<file path="config.mk">
export PLATFORM = sky130hd
export DESIGN_NAME = palm_fifo
export DESIGN_NICKNAME = d
export VERILOG_FILES = /design/src/hdl/palm_pkg.sv /design/src/hdl/palm_fifo.sv
export SDC_FILE = /design/constraint.sdc
export NUM_CORES = 1
export LEC_CHECK = 0
export ABC_AREA = 1
export BUFFER_PORTS_ARGS = -buffer_cell sky130_fd_sc_hd__clkbuf_2
export CAP_MARGIN = 20
export CORE_ASPECT_RATIO = 1.75
export CORE_UTILIZATION = 52
export CTS_BUF_LIST = sky130_fd_sc_hd__clkbuf_4 sky130_fd_sc_hd__clkbuf_8 sky130_fd_sc_hd__clkbuf_16
export CTS_CLUSTER_DIAMETER = 80
export DETAILED_ROUTE_END_ITERATION = 7
export PLACE_DENSITY_LB_ADDON = 0.2
export SYNTH_ARGS = -nofsm -noshare
export SYNTH_HDL_FRONTEND = slang
export SYNTH_SLANG_ARGS = --single-unit
</file>
<file path="constraint.sdc">
create_clock -name clock -period 2.4 [get_ports clock]
set_input_delay 0.48 -clock clock [delete_from_list [all_inputs] [get_ports clock]]
set_output_delay 0.48 -clock clock [all_outputs]
set_load 0.01 [all_outputs]
</file>
<file path="src/hdl/palm_pkg.sv">
// palm_pkg: shared types, codes and helpers for the palette blend / nearest index block
// no dependencies
`default_nettype none
package palm_pkg;

   localparam int PALETTE_ENTRIES = 256;

   localparam logic [1:0] CMD_WRITE = 2'd0;
   localparam logic [1:0] CMD_BLEND = 2'd1;
   localparam logic [1:0] CMD_FIND  = 2'd2;

   localparam logic [2:0] MODE_MULTIPLY = 3'd0;
   localparam logic [2:0] MODE_SCREEN   = 3'd1;
   localparam logic [2:0] MODE_OVERLAY  = 3'd2;
   localparam logic [2:0] MODE_HARD     = 3'd3;
   localparam logic [2:0] MODE_DODGE    = 3'd4;
   localparam logic [2:0] MODE_HALF     = 3'd5;

   localparam int DIV_STEPS = 8;

   typedef struct packed {
      logic [1:0] cmd;
      logic [7:0] entry_index;
      logic [7:0] red;
      logic [7:0] green;
      logic [7:0] blue;
      logic [7:0] fore_index;
      logic [7:0] back_index;
   } op_type;

   // exact x/255 for x up to 65279; the 8-bit result wraps above that
   function automatic logic [7:0] div255(input logic [15:0] x);
      logic [16:0] t;
      t = 17'(x) + 17'(x[15:8]) + 17'd1;
      return t[15:8];
   endfunction

endpackage
`default_nettype wire

</file>
<file path="src/hdl/palm_fifo.sv">
// palm_fifo: two-entry queue of decoded operations between front and back
// depends on palm_pkg
`default_nettype none
module palm_fifo (
   input  wire logic            clock,
   input  wire logic            reset,
   input  wire logic            push,
   input  wire palm_pkg::op_type push_op,
   output logic                 full,
   input  wire logic            pop,
   output logic                 not_empty,
   output palm_pkg::op_type     head_op
);
   palm_pkg::op_type slot_ff [2];
   logic       wr_ptr_ff, wr_ptr_in;
   logic       rd_ptr_ff, rd_ptr_in;
   logic [1:0] count_ff, count_in;

   assign full      = (count_ff == 2'd2);
   assign not_empty = (count_ff != 2'd0);
   assign head_op   = slot_ff[rd_ptr_ff];

   always_comb begin
      wr_ptr_in = wr_ptr_ff ^ push;
      rd_ptr_in = rd_ptr_ff ^ pop;
      count_in  = count_ff + 2'(push) - 2'(pop);
   end

   always_ff @(posedge clock) begin
      if (reset) begin
         wr_ptr_ff <= 1'b0;
         rd_ptr_ff <= 1'b0;
         count_ff  <= 2'd0;
      end else begin
         wr_ptr_ff <= wr_ptr_in;
         rd_ptr_ff <= rd_ptr_in;
         count_ff  <= count_in;
      end
   end

   always_ff @(posedge clock) begin
      if (push) begin
         slot_ff[wr_ptr_ff] <= push_op;
      end
   end

   ap_no_overflow: assert property (@(posedge clock) disable iff (reset)
      full |-> !push) else $error("queue push while full");
   ap_no_underflow: assert property (@(posedge clock) disable iff (reset)
      pop |-> not_empty) else $error("queue pop while empty");
   ap_count: assert property (@(posedge clock) disable iff (reset)
      count_ff != 2'd3) else $error("queue count out of range");
endmodule
`default_nettype wire

</file>
# Word level (Yosys, flattened, before mapping)
# Memories as Yosys holds them, arrays and structs flattened. A register that Yosys moved wholly into a read port is not among the register bits.
# Index checks and enable logic that the tools add are counted.
# totals
n_memories,1
regBits,4
inputBits,54
mem_bits_ro,0
out_inout_bits,52
wordCells,13
latchBits,0
ramBits,100
# op_classes
div_mod_pow,0
n_shift,0
multipliers,0
n_reduce_logical,1
muxes,3
n_bitwise,2
order_cmp,0
n_eq_ne,1
add_sub_neg,2
# memory_table
name,words,word_bits,read_ports,rd_ports_with_merged_regs,write_ports,line_no,source
slot_ff,2,50,1,1,1,palm_fifo.sv:14,palm_pkg::op_type slot_ff [2];
# op_table
operator,n
1-bit 2-to-1 mux,3
2-bit by 1-bit adder with 2-bit output,1
2-bit == test (second input constant),1
2-bit nonzero test,1
2-bit by 1-bit subtractor with 2-bit output,1
1-bit bitwise XOR,2

# Logic depth before layout (Yosys ltp)
# depth
ltp_word,2
mapped_depth,9
ltp_nobuf,9

# Worst setup path before layout
# No wires, ideal clock.
# synth_timing
path_type,in2reg
start,input push
end,memory slot_ff[0][0] (netlist bit) (enable)
arrival_ps,1717
slack_ps,270
path_stages,1
setup_ps,413
required_ps,1987
n_path_buf,0
cell_sequence,ha_1
# synth_between
elab_chain_len,2
# synth_rtl
item,line_no,source
"start, declared",palm_fifo.sv:7,"input wire logic push,"
1-bit 2-to-1 mux,palm_fifo.sv:42,if (push) begin
1-bit 2-to-1 mux (not written as such),palm_fifo.sv:43,slot_ff[wr_ptr_ff] <= push_op;
"end, declared",palm_fifo.sv:14,
# No other way between the ends.

==> results.yml <==
routing:
  wl_mm: 6.57
  drt_iter0_drc: 137
  dr.pass1.iters: 4
  post_drt_wl_per_cell_um: 16.7
  ant_nets: 0
  vias: 1974
  drt-vias-per-instance: 5.02
  drc: 0
setup_path:
  path_cells: "buf_12 -> mux2_4 -> clkbuf_2"
  path_depth: 3
  arrival_ps: 1600
  r2r-end: "count_ff[1]"
  startpoint: "rd_ptr_ff"
  endpoint_kind: "primary output"
  slowest_stage: "dfxtp_4"
  regToRegSetupSlack_ps: 1120
  required_ps: 1920
  rr_worst_depth: 8
  start_kind: "register"
  path_delay_family: "flip-flops"
  cp_num_buf_inv: 2
  cp-endpoint: "head_op[41]"
  critical_path_class: "reg2out"
  critPathMaxStageDelay_ps: 550
  r2r-start: "count_ff[0]"
  crit_fanout: 21
die:
  io_pins: 106
  die_y_um: 119
  core-area_um2: 7570
  die_area_um2: 8200
  initial_core_util_pct: 53.8
  fp.dieW_um: 68.9
  rows: 42
clock_network:
  cts.clk_slew.worst_paths_ps: 60
  post_cts_buffers: 0
  clock-sinks: 104
  ctsHoldBuffers: 0
  numCtsBuffers: 9
  clockBufferDepth: 2
  clock_latency_ps: 340
  cts_tree: "done"
  cts.htree.levels: 3
  post_cts_resized: 0
  root_buffer: "clkbuf_16"
sta:
  finalSetupTns_ps: 0
  drv_slew: 0
  tightest_slew_ps: 369
  period_needed_ps: 2080
  fin_crit_sh_pct: 86.9
  setup_viol: 0
  finalClockSkew_ps: 3.66
  fin_ws_ps: 316
  timing.fmax_mhz: 480
  slew_headroom_pct: 75.4
  grt_setup_unrepaired: "no"
  hold_viol: 0
grt:
  overflow: 0
  grt_max_degree: 28
  track_usage_pct: 17.1
  first_global_vias: 2008
  grt_pass1_wl_mm: 9.49
  antenna_found_initial: 0
finish:
  syn2layout_area_growth_pct: 21.2
  drive_above_1_share_pct: 58.4
  final_nets: 358
  antenna_cells: 0
power_and_ir_drop:
  p_leak_nw: 2.03
  power.density_nw_per_um2: 802
  max-vdd-ir-drop_uv: 576
placed_design:
  port_buffers: 105
  place_ws_ps: 656
  gp_congestion: 0.679
  hpwl_mm: 4.54
synth:
  syn_nets: 241
  ys_warn_count: 0
  netlist_instances: 183
  ys_types: 13
  ys_ff_latch: 104
  synth_area_um2: 4070
  syn_avg_cell_area_um2: 22.2
  synth.yosys.seq_area_share_pct: 75.7
job:
  cap_viol_max_count: 0
worst_hold_path:
  hold_path_class: "in2reg"
status:
  status: "completed"
-- placed cells by master (no fill, tap or decap) --
master and count:
clkinv_1 3, dfxtp_4 1, buf_12 1, inv_1 7, clkinvlp_4 1, clkbuf_4 2
clkinv_2 1, ha_1 2, mux2_4 49, clkbuf_2 105, dfxtp_1 3, nand2_1 4
ha_2 2, xnor2_1 1, clkbuf_16 9, a21oi_1 1, nand3_1 1, mux2_2 1
edfxtp_1 100, buf_4 6, nor2_1 5
-- area by class of cell --
class	instances	area, um^2
Inverter	7	26.3
Multi-Input combinational cell	66	855
Clock buffer	11	240
Tap cell	88	110
Timing Repair Buffer	112	591
Clock inverter	5	23.8
Sequential cell	104	3090
Fill cell	538	2640
-- layer usage --
metal	up-vias	GRT usage (%)	share of wire (%)	wire length, um
met5	-	0	0	0
met4	0	6.89	1.8	116
met3	10	7.09	6.0	393
met2	69	29.4	55	3620
met1	959	17.3	37	2440
li1	936	-	-	-
-- cell usage after synthesis --
library cell	instances	area share [%]
inv_1	7	0.65
a21oi_1	1	0.12
ha_1	4	1.2
xnor2_1	1	0.22
buf_6	1	0.28
edfxtp_1	100	74
nor2_1	5	0.46
mux2_2	1	0.28
nand2_1	4	0.37
nand3_1	1	0.12
dfxtp_1	4	2.0
buf_12	5	2.5
mux2_4	49	18
-- stage by stage --
stage	util [%]	power, mW	std cells	hold slack, ps	instance area, um^2
2_1_floorplan	-	2.54	183	517	4070
3_3_place_gp	61.7	2.70	377	531	4670
3_5_place_dp	61.7	2.72	377	554	4670
4_1_cts	65.2	4.01	393	318	4930
5_1_grt	65.2	4.11	393	316	4930
6_report	65.2	3.96	393	329	4930
-- how the worst min path moves through the flow --
| stage | startpoint | endpoint | slack, ps | depth (start not counted) |
|---|---|---|---|---|
| 5_1_grt | push_op[47] | slot_ff[0][47] | 320 | 1 |
| 4_1_cts | push_op[31] | slot_ff[1][31] | 320 | 1 |
| 3_5_place_dp | count_ff[1] | count_ff[1] | 550 | 3 |
| 6_report | push_op[47] | slot_ff[1][47] | 330 | 1 |
| 2_1_floorplan | wr_ptr_ff | wr_ptr_ff | 520 | 3 |
| 3_3_place_gp | count_ff[1] | count_ff[1] | 530 | 3 |
-- flip-flops by register name, summed over array words and instances (netlist names) --
name	cells
count_ff	2
rd_ptr_ff	1
slot_ff	100
wr_ptr_ff	1
-- where the power goes --
group	internal [mW]	switching (mW)
Sequential	2.12	0.0434
Clock	0.713	0.574
Combinational	0.270	0.241
Total	3.10	0.858
-- cells by family after synthesis --
kind of cell | count (synthesis) | share of synthesized area (%)
DFF | 104 | 75.7
AOI/OAI and AO/OA | 1 | 0.123
adders and majority gates | 4 | 1.23
buffers and inverters | 13 | 3.38
xor gates and xnor gates | 1 | 0.215
and+or+nand+nor | 10 | 0.953
muxes | 50 | 18.4
(Power assumes the default switching activity.)
